## src/hdl/hmd5_pkg.sv

```systemverilog
// hmd5_pkg: shared types, constants and round tables for the HMAC-MD5 hex digest block.
// Depends on nothing; imported by the top level, hmd5_ctrl and hmd5_datapath.
`timescale 1ns / 1ps
package hmd5_pkg;

   localparam int KeyWords   = 8;
   localparam int KeyWidth   = 64;
   localparam int CsrIdxW    = 3;
   localparam int CountW     = 29;
   localparam int DigestChars = 32;
   localparam int KeyPadBytes = 64;

   localparam logic [7:0] IPAD = 8'h36;
   localparam logic [7:0] OPAD = 8'h5c;
   localparam logic [31:0] IV0 = 32'h67452301;
   localparam logic [31:0] IV1 = 32'hefcdab89;
   localparam logic [31:0] IV2 = 32'h98badcfe;
   localparam logic [31:0] IV3 = 32'h10325476;

   // source of the next 64-byte block to compress
   typedef enum logic [1:0] {
      SRC_IPAD, SRC_BUF, SRC_OPAD
   } src_type;

   typedef enum logic [3:0] {
      ST_IDLE, ST_OPEN, ST_WAIT_OPEN, ST_BYTE, ST_WAIT_BYTE,
      ST_PAD, ST_WAIT_PAD, ST_OUTER_KEY, ST_WAIT_OK, ST_OUTER_FIN,
      ST_WAIT_OF, ST_EMIT
   } state_type;

   typedef struct packed {
      logic    chain_init;   // load IV
      logic    start;        // start a compression
      src_type src;
      logic    write_byte;   // append request byte to buffer
      logic    pad_block;    // pad the buffer after the last data byte
      logic    pad_stage;    // 0: first pad block, 1: length-only block
      logic    build_inner;  // build outer message block from inner digest
      logic    save_inner;   // latch chain as inner digest
      logic    preset_count; // count the key pad block
      logic    emit_load;
   } cmd_type;

   typedef struct packed {
      logic       busy;
      logic       block_full;
      logic [5:0] fill;
   } sts_type;

   function automatic logic [31:0] sine_k(input logic [5:0] i);
      logic [31:0] t [64];
      t = '{
         32'hd76aa478, 32'he8c7b756, 32'h242070db, 32'hc1bdceee,
         32'hf57c0faf, 32'h4787c62a, 32'ha8304613, 32'hfd469501,
         32'h698098d8, 32'h8b44f7af, 32'hffff5bb1, 32'h895cd7be,
         32'h6b901122, 32'hfd987193, 32'ha679438e, 32'h49b40821,
         32'hf61e2562, 32'hc040b340, 32'h265e5a51, 32'he9b6c7aa,
         32'hd62f105d, 32'h02441453, 32'hd8a1e681, 32'he7d3fbc8,
         32'h21e1cde6, 32'hc33707d6, 32'hf4d50d87, 32'h455a14ed,
         32'ha9e3e905, 32'hfcefa3f8, 32'h676f02d9, 32'h8d2a4c8a,
         32'hfffa3942, 32'h8771f681, 32'h6d9d6122, 32'hfde5380c,
         32'ha4beea44, 32'h4bdecfa9, 32'hf6bb4b60, 32'hbebfbc70,
         32'h289b7ec6, 32'heaa127fa, 32'hd4ef3085, 32'h04881d05,
         32'hd9d4d039, 32'he6db99e5, 32'h1fa27cf8, 32'hc4ac5665,
         32'hf4292244, 32'h432aff97, 32'hab9423a7, 32'hfc93a039,
         32'h655b59c3, 32'h8f0ccc92, 32'hffeff47d, 32'h85845dd1,
         32'h6fa87e4f, 32'hfe2ce6e0, 32'ha3014314, 32'h4e0811a1,
         32'hf7537e82, 32'hbd3af235, 32'h2ad7d2bb, 32'heb86d391};
      return t[i];
   endfunction

   function automatic logic [4:0] rot_s(input logic [3:0] i);
      logic [4:0] t [16];
      t = '{5'd7, 5'd12, 5'd17, 5'd22, 5'd5, 5'd9, 5'd14, 5'd20,
            5'd4, 5'd11, 5'd16, 5'd23, 5'd6, 5'd10, 5'd15, 5'd21};
      return t[i];
   endfunction

   function automatic logic [6:0] hex_ascii(input logic [3:0] n);
      return (n < 4'd10) ? 7'(7'h30 + n) : 7'(7'h37 + n);
   endfunction

endpackage

```

## src/hdl/hmac_md5_hex_digest.sv

```systemverilog
// HMAC-MD5 over a byte stream, digest out as 32 upper-case hex characters.
// Opening compresses the ipad key block; each byte goes to the block buffer and a full
// block is compressed; the last item adds 3-4 compressions before the 32 characters.
// Throughput: a request is taken only after the last is done; set by the one-round MD5 unit.
// Reset: synchronous, active high; clears key words, the sequencer and byte count.
// Depends on hmd5_pkg, hmd5_ctrl, hmd5_datapath.
`timescale 1ns / 1ps
module hmac_md5_hex_digest (
   input  logic       clock,
   input  logic       reset,
   input  logic       req_valid,
   output logic       req_ready,
   input  logic [7:0] req_message_byte,
   input  logic       req_byte_present,
   input  logic       req_last_item,
   output logic       rsp_valid,
   input  logic       rsp_ready,
   output logic [6:0] rsp_hex_char,
   output logic       rsp_last_char,
   input  logic       csr_write_enable,
   input  logic [hmd5_pkg::CsrIdxW-1:0] csr_index,
   input  logic [hmd5_pkg::KeyWidth-1:0] csr_write_data
);
   import hmd5_pkg::*;

   logic [KeyWords*KeyWidth-1:0] key_ff;
   logic [7:0] byte_ff;
   cmd_type cmd;
   sts_type sts;
   logic [4:0] char_idx;

   always_ff @(posedge clock) begin
      if (reset) key_ff <= '0;
      else if (csr_write_enable) key_ff[KeyWidth*csr_index +: KeyWidth] <= csr_write_data;
      if (req_valid && req_ready) byte_ff <= req_message_byte;
   end

   hmd5_ctrl u_ctrl (
      .clock, .reset, .req_valid, .req_ready, .req_byte_present, .req_last_item,
      .rsp_valid, .rsp_ready, .rsp_last_char, .char_idx, .cmd, .sts
   );

   hmd5_datapath u_dp (
      .clock, .reset, .cmd, .sts, .req_message_byte(byte_ff), .key_flat(key_ff),
      .char_idx, .char_out(rsp_hex_char)
   );
endmodule

```

## src/hdl/hmd5_datapath.sv

```systemverilog
// hmd5_datapath: block buffer, MD5 round unit (one round per cycle), chain and digest registers.
// Depends on hmd5_pkg; driven by hmd5_ctrl.
`timescale 1ns / 1ps
module hmd5_datapath (
   input  logic                  clock,
   input  logic                  reset,
   input  hmd5_pkg::cmd_type     cmd,
   output hmd5_pkg::sts_type     sts,
   input  logic [7:0]            req_message_byte,
   input  logic [hmd5_pkg::KeyWords*hmd5_pkg::KeyWidth-1:0] key_flat,
   input  logic [4:0]            char_idx,
   output logic [6:0]            char_out
);
   import hmd5_pkg::*;

   logic [31:0] buf_ff [16];
   logic [31:0] buf_in [16];
   logic [CountW-1:0] count_ff, count_in;
   logic [31:0] chain_ff [4];
   logic [31:0] chain_in [4];
   logic [31:0] inner_ff [4];
   logic [31:0] a_ff, b_ff, c_ff, d_ff, a_in, b_in, c_in, d_in;
   logic [5:0]  round_ff, round_in;
   logic        busy_ff, busy_in;
   src_type     src_ff, src_in;
   logic [511:0] blk;
   logic [31:0] f, w, t, rot;
   logic [3:0]  k;
   logic [1:0]  ph;
   logic [5:0]  m;
   logic [31:0] bitlen;

   assign m = count_ff[5:0];
   assign bitlen = {count_ff, 3'b000};

   always_comb begin
      for (int i = 0; i < 16; i++) begin
         case (src_ff)
            SRC_IPAD: blk[32*i +: 32] = key_flat[32*i +: 32] ^ {4{IPAD}};
            SRC_OPAD: blk[32*i +: 32] = key_flat[32*i +: 32] ^ {4{OPAD}};
            default:  blk[32*i +: 32] = buf_ff[i];
         endcase
      end
   end

   always_comb begin
      ph = round_ff[5:4];
      unique case (ph)
         2'd0: begin f = (b_ff & c_ff) | (~b_ff & d_ff); k = round_ff[3:0]; end
         2'd1: begin
            f = (b_ff & d_ff) | (c_ff & ~d_ff);
            k = 4'(5 * round_ff + 1);
         end
         2'd2: begin f = b_ff ^ c_ff ^ d_ff; k = 4'(3 * round_ff + 5); end
         default: begin f = c_ff ^ (b_ff | ~d_ff); k = 4'(7 * round_ff); end
      endcase
      w = blk[32*k +: 32];
      t = a_ff + f + w + sine_k(round_ff);
      rot = (t << rot_s({ph, round_ff[1:0]})) | (t >> (6'd32 - rot_s({ph, round_ff[1:0]})));
   end

   always_comb begin
      buf_in = buf_ff;
      count_in = count_ff;
      chain_in = chain_ff;
      a_in = a_ff; b_in = b_ff; c_in = c_ff; d_in = d_ff;
      round_in = round_ff;
      busy_in = busy_ff;
      src_in = src_ff;
      if (cmd.preset_count) count_in = CountW'(KeyPadBytes);
      if (cmd.write_byte) begin
         buf_in[m[5:2]][8*m[1:0] +: 8] = req_message_byte;
         count_in = count_ff + 1'b1;
      end
      if (cmd.pad_block) begin
         // first pad block; length goes in if it fits
         for (int i = 0; i < 64; i++)
            if (i > m) buf_in[4'(i >> 2)][8*(i & 3) +: 8] = 8'h00;
         buf_in[m[5:2]][8*m[1:0] +: 8] = 8'h80;
         if (m < 6'd56) buf_in[14] = bitlen;
      end
      if (cmd.pad_stage && cmd.start) begin
         for (int i = 0; i < 16; i++) buf_in[i] = 32'h0;
         buf_in[14] = bitlen;
      end
      if (cmd.build_inner) begin
         for (int i = 0; i < 16; i++) buf_in[i] = 32'h0;
         for (int i = 0; i < 4; i++) buf_in[i] = inner_ff[i];
         buf_in[4] = 32'h0000_0080;
         buf_in[14] = 32'h0000_0280;   // 80*8 = 640 bits
      end
      if (cmd.chain_init) begin
         chain_in[0] = IV0; chain_in[1] = IV1; chain_in[2] = IV2; chain_in[3] = IV3;
      end
      if (cmd.start) begin
         busy_in = 1'b1;
         src_in = cmd.src;
         round_in = '0;
         a_in = cmd.chain_init ? IV0 : chain_ff[0];
         b_in = cmd.chain_init ? IV1 : chain_ff[1];
         c_in = cmd.chain_init ? IV2 : chain_ff[2];
         d_in = cmd.chain_init ? IV3 : chain_ff[3];
      end else if (busy_ff) begin
         a_in = d_ff; d_in = c_ff; c_in = b_ff; b_in = b_ff + rot;
         round_in = round_ff + 1'b1;
         if (round_ff == 6'd63) begin
            busy_in = 1'b0;
            chain_in[0] = chain_ff[0] + d_ff;
            chain_in[1] = chain_ff[1] + b_ff + rot;
            chain_in[2] = chain_ff[2] + b_ff;
            chain_in[3] = chain_ff[3] + c_ff;
         end
      end
   end

   always_ff @(posedge clock) begin
      buf_ff <= buf_in;
      chain_ff <= chain_in;
      a_ff <= a_in; b_ff <= b_in; c_ff <= c_in; d_ff <= d_in;
      if (cmd.save_inner) inner_ff <= chain_ff;
      if (reset) begin
         busy_ff <= 1'b0;
         count_ff <= '0;
         round_ff <= '0;
         src_ff <= SRC_BUF;
      end else begin
         busy_ff <= busy_in;
         count_ff <= count_in;
         round_ff <= round_in;
         src_ff <= src_in;
      end
   end

   logic [31:0] cw;
   logic [7:0]  cb;
   always_comb begin
      cw = chain_ff[char_idx[4:3]];
      cb = cw[8*char_idx[2:1] +: 8];
      char_out = hex_ascii(char_idx[0] ? cb[3:0] : cb[7:4]);
   end

   assign sts.busy = busy_ff;
   assign sts.fill = m;
   assign sts.block_full = (m == 6'd63);
endmodule

```

## src/hdl/hmd5_ctrl.sv

```systemverilog
// hmd5_ctrl: sequencer for opening, byte absorb, padding, outer hash and hex emit.
// Depends on hmd5_pkg; commands hmd5_datapath.
`timescale 1ns / 1ps
module hmd5_ctrl (
   input  logic              clock,
   input  logic              reset,
   input  logic              req_valid,
   output logic              req_ready,
   input  logic              req_byte_present,
   input  logic              req_last_item,
   output logic              rsp_valid,
   input  logic              rsp_ready,
   output logic              rsp_last_char,
   output logic [4:0]        char_idx,
   output hmd5_pkg::cmd_type cmd,
   input  hmd5_pkg::sts_type sts
);
   import hmd5_pkg::*;

   state_type state_ff, state_in;
   logic open_ff, open_in, pres_ff, pres_in, last_ff, last_in, wrap_ff, wrap_in;
   logic [4:0] idx_ff, idx_in;

   assign char_idx = idx_ff;
   assign rsp_last_char = (idx_ff == 5'(DigestChars - 1));

   always_ff @(posedge clock) begin
      if (reset) begin
         state_ff <= ST_IDLE;
         open_ff <= 1'b0;
         idx_ff <= '0;
      end else begin
         state_ff <= state_in;
         open_ff <= open_in;
         idx_ff <= idx_in;
      end
      pres_ff <= pres_in;
      last_ff <= last_in;
      wrap_ff <= wrap_in;
   end

   always_comb begin
      state_in = state_ff;
      open_in = open_ff;
      pres_in = pres_ff;
      last_in = last_ff;
      wrap_in = wrap_ff;
      idx_in = idx_ff;
      cmd = '0;
      cmd.src = SRC_BUF;
      req_ready = 1'b0;
      rsp_valid = 1'b0;
      unique case (state_ff)
         ST_IDLE: begin
            req_ready = 1'b1;
            if (req_valid) begin
               pres_in = req_byte_present;
               last_in = req_last_item;
               state_in = open_ff ? ST_BYTE : ST_OPEN;
            end
         end
         ST_OPEN: begin
            cmd.chain_init = 1'b1;
            cmd.start = 1'b1;
            cmd.src = SRC_IPAD;
            cmd.preset_count = 1'b1;
            open_in = 1'b1;
            state_in = ST_WAIT_OPEN;
         end
         ST_WAIT_OPEN: if (!sts.busy) state_in = ST_BYTE;
         ST_BYTE: begin
            if (pres_ff) begin
               cmd.write_byte = 1'b1;
               if (sts.block_full) begin
                  state_in = ST_WAIT_BYTE;
               end else begin
                  state_in = last_ff ? ST_PAD : ST_IDLE;
               end
            end else begin
               state_in = last_ff ? ST_PAD : ST_IDLE;
            end
         end
         ST_WAIT_BYTE: begin
            // full buffer: compress it
            cmd.start = 1'b1;
            state_in = ST_WAIT_PAD;
            wrap_in = 1'b1;
         end
         ST_PAD: begin
            cmd.start = 1'b1;
            cmd.pad_block = 1'b1;
            wrap_in = 1'b0;
            state_in = ST_WAIT_PAD;
            pres_in = (sts.fill >= 6'd56);
         end
         ST_WAIT_PAD: begin
            if (!sts.busy) begin
               if (wrap_ff) begin
                  wrap_in = 1'b0;
                  state_in = last_ff ? ST_PAD : ST_IDLE;
               end else if (pres_ff) begin
                  cmd.start = 1'b1;
                  cmd.pad_stage = 1'b1;
                  pres_in = 1'b0;
               end else begin
                  cmd.save_inner = 1'b1;
                  state_in = ST_OUTER_KEY;
               end
            end
         end
         ST_OUTER_KEY: begin
            cmd.chain_init = 1'b1;
            cmd.start = 1'b1;
            cmd.src = SRC_OPAD;
            cmd.build_inner = 1'b1;
            state_in = ST_WAIT_OK;
         end
         ST_WAIT_OK: if (!sts.busy) state_in = ST_OUTER_FIN;
         ST_OUTER_FIN: begin
            cmd.start = 1'b1;
            cmd.build_inner = 1'b0;
            state_in = ST_WAIT_OF;
         end
         ST_WAIT_OF: if (!sts.busy) begin
            idx_in = '0;
            state_in = ST_EMIT;
         end
         ST_EMIT: begin
            rsp_valid = 1'b1;
            if (rsp_ready) begin
               idx_in = idx_ff + 1'b1;
               if (rsp_last_char) begin
                  open_in = 1'b0;
                  state_in = ST_IDLE;
               end
            end
         end
         default: state_in = ST_IDLE;
      endcase
   end
endmodule

```

## config.mk

```make
export PLATFORM = sky130hd
export DESIGN_NAME = hmac_md5_hex_digest
export DESIGN_NICKNAME = d
export VERILOG_FILES = /design/src/hdl/hmd5_pkg.sv /design/src/hdl/hmac_md5_hex_digest.sv /design/src/hdl/hmd5_datapath.sv /design/src/hdl/hmd5_ctrl.sv
export SDC_FILE = /design/constraint.sdc
export NUM_CORES = 2
export LEC_CHECK = 0
export BUFFER_PORTS_ARGS = -buffer_cell sky130_fd_sc_hd__buf_2
export CAP_MARGIN = 25
export CORE_ASPECT_RATIO = 0.9
export CORE_MARGIN = 2
export CORE_UTILIZATION = 35
export DETAILED_ROUTE_END_ITERATION = 6
export HOLD_SLACK_MARGIN = 0.12
export PLACE_DENSITY_LB_ADDON = 0.15
export SYNTH_ARGS = -nofsm -noshare
export SYNTH_HDL_FRONTEND = slang
export SYNTH_HIERARCHICAL = 1
export SYNTH_SLANG_ARGS = --single-unit
```

## constraint.sdc

```tcl
create_clock -name clock -period 16.6 [get_ports clock]
set_input_delay 2.49 -clock clock [delete_from_list [all_inputs] [get_ports clock]]
set_output_delay 2.49 -clock clock [all_outputs]
set_load 0.05 [all_outputs]
```

* Word-level counts from Yosys, hierarchy flattened
Memory sizes are Yosys's and may differ from the RTL's.
Index checks and enable logic that the tools add are counted.
** Operators by class
- Add/subtract/negate cells :: 19
- Multiply operators :: 3
- Order comparisons :: 39
- Equal/unequal tests :: 26
- Shift-type cells :: 9
- Multiplexer cells :: 163
- Bitwise logic cells :: 49
- Reduce and logical (&&, ||, !) cells :: 23
** Operators with widths (number)
- 512-bit 2-to-1 mux :: 4
- 512-bit bitwise mux :: 3
- 32-bit case mux with 2 select lines :: 16
- 32-bit 2-to-1 mux :: 18
- 128-bit 2-to-1 mux :: 4
- 16-bit NOT :: 32
- 64-bit by 34-bit variable shift with 512-bit output (first input constant) :: 1
- 512-bit by 10-bit variable part select with 32-bit output :: 1
- 64-bit by 34-bit variable part select with 512-bit output :: 1
- 8-bit 2-to-1 mux :: 62
- 32-bit adder :: 9
- 32-bit bitwise AND :: 4
- 32-bit demux with 4-bit select :: 1
- 32-bit bitwise OR :: 4
- 5-bit by 6-bit greater-than comparator with 1-bit output (first input constant) :: 16
- 32-bit case mux with 3 select lines :: 1
- 32-bit XOR :: 3
- 32-bit binary-select mux with 2-bit select :: 1
- 32-bit NOT :: 2
- 29-bit 2-to-1 mux :: 2
- 4-bit by 6-bit greater-than comparator with 1-bit output (first input constant) :: 8
- 4-bit 2-to-1 mux :: 12
- 4-bit case mux with 11 select lines :: 1
- 5-bit negation with 34-bit output :: 1
- other kinds (60) :: 124
** Word-level totals
- Register bits after elaboration :: 1467
- ROM bits :: 2128
- Output and inout port bits :: 10
- Memories :: 2
** Memory list
- (name not given) :: depth 64, width 32, rd ports 1, clocked after Yosys merged registers in 0, write ports 0, line hmd5_pkg.sv:69 : return t[i];
- (name not given) :: depth 16, width 5, rd ports 1, clocked after Yosys merged registers in 0, write ports 0, line hmd5_pkg.sv:76 : return t[i];

* Longest topological paths before layout
- Word-level depth :: 14
- Mapped depth :: 57
- Depth with buffers taken out :: 53

* Hierarchy
Netlist, hierarchy kept.
** Modules (own cells, without submodules)
- hmd5_datapath :: instances 1, cells each 8345, area each 67287.0 um2
- hmac_md5_hex_digest :: instances 1, cells each 2058, area each 21306.7 um2
- hmd5_ctrl :: instances 1, cells each 119, area each 929.6 um2

* Worst setup path before layout
OpenSTA, ideal clock, no wires.
- Kind :: reg2reg
- Start :: reg u_dp.round_ff[2]
- End :: reg u_dp/chain_ff[95] (netlist bit)
- Library setup time :: 59 ps
- Data arrival time :: 12275 ps
- Required time :: 16541 ps
- Slack :: 4266 ps
- Stages on the path, launching flop included :: 55
- Clock period less this slack :: 12334 ps
- Path through :: dfxtp_1 inv_1 clkbuf_1 clkbuf_1 ha_1 fa_1 inv_1 mux4_2 buf_4 clkbuf_1 clkbuf_1 buf_1 o211ai_1 o21ai_0 o21ai_0 o21ai_0 fa_1 fa_1 [19 not listed] ha_1 inv_1 fa_1 nor2b_1 o31a_1 or4_1 o211ai_1 a41oi_1 o211ai_1 a2bb2oi_1 a21oi_1 and4_1 a2111oi_2 o21bai_1 a21oi_1 xor3_1 a211o_1 nand2_1
** RTL lines
- from (decl) :: line hmd5_datapath.sv:23 : logic [5:0] round_ff, round_in;
- from (signal assigned) :: line hmd5_datapath.sv:129 : round_ff <= round_in;
- to (signal assigned) :: line hmd5_datapath.sv:118 : chain_ff <= chain_in;
- to (decl) :: line hmd5_datapath.sv:19 : logic [31:0] chain_ff [4];

==> impl_results.md <==
- Die X-Extent: 537 um
- Fillers: 25800
- IO Pins: 92
- Drt first pass iters: 7
- Status: complete, but fails checks
- Setup_tns: 0 ns
- Hold Buf Count CTS: 0
- Final Worst Setup Slack: 1.43 ns
- Synthesized netlist cell count: 10500
- Hold Vio Cnt, Final: 0
- Worst r2r path cells: 51
- GRT Max-Usage Layer: met2
- R2R Setup Slk: 1.43 ns
- H-tree depth: 4
- Setup crit start kind: flop
- Final worst path period share: 91.4%
- Final hold slack: 0.387 ns
- M3 GR Usage: 5.72%
- Met1 GRT Util: 44.4%
- GR Layer Usage met2: 45.3%
- Post-Syn Nets: 10900
- Max-Cap Viols: 0
- DP Area: 93500 um2
- Register area: 32100 um2
- Share of layout cells above drive strength 1: 9.35%
- Largest net degree at the start of global routing: 165
- Crit-path max FO: 49
- Routability Congestion: 0.983
- Die height: 484 um
- Skew-Pair Late Insertion Delay: 0.90 ns
- Slew Viols, Final: 0
- Buffers and inverters on the worst path: 9
- Drt total wl: 418000 um
- Residual DRC: 9
- Reg-to-reg endpoint: u_dp/chain_ff[95]$_DFF_P_
- Number of gates resized after cts: 0
- Post-DR vias/cell: 5.98
- Worst-Margin Slew: 1.23 ns
- Vias in the first global route: 76600
- IO Port Bufs: 91
- CTS tree: done
- GRT Residual Overflow: 0
- CP Class: flop to flop
- First-pass GRT wire length: 587000 um
- Crit Reg-Reg Startpoint: u_dp/round_ff[1]$_SDFFE_PP0P_
- Routed len/inst: 30.3 um
- Post-CTS Setup Repair Bufs: 0
- Worst min path class: flop to flop
- Post-DRT Antenna Nets: 0
- Synth Area per Inst: 8.51 um2
- RSZ-0062 raised after global routing: false
- Pre-CTS setup slack: 1.64 ns
- Hold EP: u_dp/buf_ff[461]$_DFF_P_
- Setup Skew: 0.122 ns
- Synthesis warning total: 6
- Starting DRT DRC Count: 10100
- Hold depth: 2
- Cell mode on critical path: inv_1
- Worst hold start: u_dp/inner_ff[77]$_DFFE_PP_
- Mapped Area: 89500 um2
- Setup crit end kind: flop
- Initial antenna violation count: 50
- Layout area overhead: 11.3%
- Root buffer cell: clkbuf_16
- Tmin final: 15.17 ns
- Initial Utilization: 35.1%
- GRT Total Usage: 31.0%
- CP max stage delay: 0.98 ns
- Final setup fails: 0
- Clk buf depth: 4
- Die Area: 260000 um2
- Failing checks: design-rule violations
- Design Area, Final: 99600 um2
- Final #Nets: 10700
- Achievable Freq: 65.9 MHz
- Worst EP required: 17.36 ns
- Area of the multi-input gates: 53100 um2
- Rel. slew slack: 17.6%
- Rows: 176
- Crit-path leading delay family: compound AO/OA/AOI/OAI gates
- CP max stage cell: mux4_4
- Reg clk slew, reported paths: 0.06 ns
- Via count: 82500
- CTS Sinks: 1467
- Core Area: 255000 um2
- Arr. time, crit path: 15.93 ns
- Final HPWL DP: 299000 um
- TritonCTS buffer count: 182
==> routing by layer <==
layer / wire [um] / vias to the layer above
met5: 196 / -
met4: 18800 / 28
met3: 37100 / 704
met2: 176000 / 4069
met1: 185000 / 41000
li1: - / 36700
==> through the flow <==
| stage | std cells | util, % |
|---|---|---|
| 2_1_floorplan | 10500 | - |
| 3_3_place_gp | 13400 | 36.6 |
| 3_5_place_dp | 13400 | 36.7 |
| 4_1_cts | 13800 | 39.0 |
| 5_1_grt | 13800 | 39.1 |
| 6_report | 13800 | 39.1 |
==> area by class of cell <==
class / instances / share of cell area, %
antenna: 25 / 0.0628
clock buffer: 262 / 5.37
clock inverter: 61 / 0.631
inverter: 376 / 1.42
multi-input combinational: 7884 / 53.3
sequential: 1467 / 32.2
tap: 3382 / 4.25
timing repair buffer: 345 / 2.75
==> how the worst max path moves through the flow <==
| stage | slack (ns) | from | cells after the start | end |
|---|---|---|---|---|
| after floorplan | 4.27 | u_dp/round_ff[2]$_SDFFE_PP0P_ | 54 | u_dp/chain_ff[95]$_DFF_P_ |
| after global placement | 1.66 | u_dp/round_ff[0]$_SDFFE_PP0P_ | 47 | u_dp/chain_ff[95]$_DFF_P_ |
| after detailed placement | 1.64 | u_dp/round_ff[0]$_SDFFE_PP0P_ | 49 | u_dp/chain_ff[95]$_DFF_P_ |
| after CTS | 1.62 | u_dp/round_ff[1]$_SDFFE_PP0P_ | 47 | u_dp/chain_ff[95]$_DFF_P_ |
| after global routing | 0.89 | u_dp/round_ff[1]$_SDFFE_PP0P_ | 48 | u_dp/chain_ff[95]$_DFF_P_ |
| final | 1.43 | u_dp/round_ff[1]$_SDFFE_PP0P_ | 51 | u_dp/chain_ff[95]$_DFF_P_ |
==> layout by cell type, fill, tap and decap left out, types with 30 or more instances in the layout <==
cell       count
a211oi_1     235
a21o_1        89
a21oi_1      909
a22o_1        30
a22oi_1      168
a31oi_1       66
and2_1        46
and3_1        42
buf_2         90
buf_4        220
clkbuf_1      34
clkbuf_16    186
clkbuf_8      41
clkinv_2      32
dfxtp_1     1193
edfxtp_1     267
fa_1         102
ha_1         223
inv_1        372
mux2_2        84
mux2i_1      628
mux4_2       135
nand2_1     1091
nand2b_1     556
nand3_1      158
nand3b_1     139
nand4_1       96
nor2_1       872
nor2b_1       94
nor3_1       153
o211ai_1     138
o21a_1        37
o21ai_0      817
o21ai_1       70
xnor2_1      226
xor2_1       248
==> state kept, by name, summed over array words and instances, names as in the netlist <==
name	count
u_dp/c_ff	32
u_ctrl/char_idx	5
u_dp/round_ff	6
key_ff	512
u_dp/a_ff	32
u_dp/chain_ff	128
u_ctrl/open_ff	1
byte_ff	8
u_dp/busy_ff	1
u_dp/b_ff	32
u_dp/buf_ff	512
u_dp/src_ff	2
u_dp/count_ff	29
u_ctrl/wrap_ff	1
u_ctrl/state_ff	4
u_ctrl/pres_ff	1
u_ctrl/last_ff	1
u_dp/d_ff	32
u_dp/inner_ff	128
==> worst reg2reg max path, delay by kind of cell, from the launching register on <==
kind | cells | cell delay, ns
fa+ha+maj | 8 | 3.31
simple gates | 8 | 1.23
buf+inv | 9 | 1.50
mux | 1 | 0.98
xor+xnor | 2 | 0.63
compound gates | 23 | 6.91
flops | 1 | 0.54
Power is left out: the tool's default activity adds up to more than one toggle a clock period on the data nets, which glitch-free logic cannot reach.
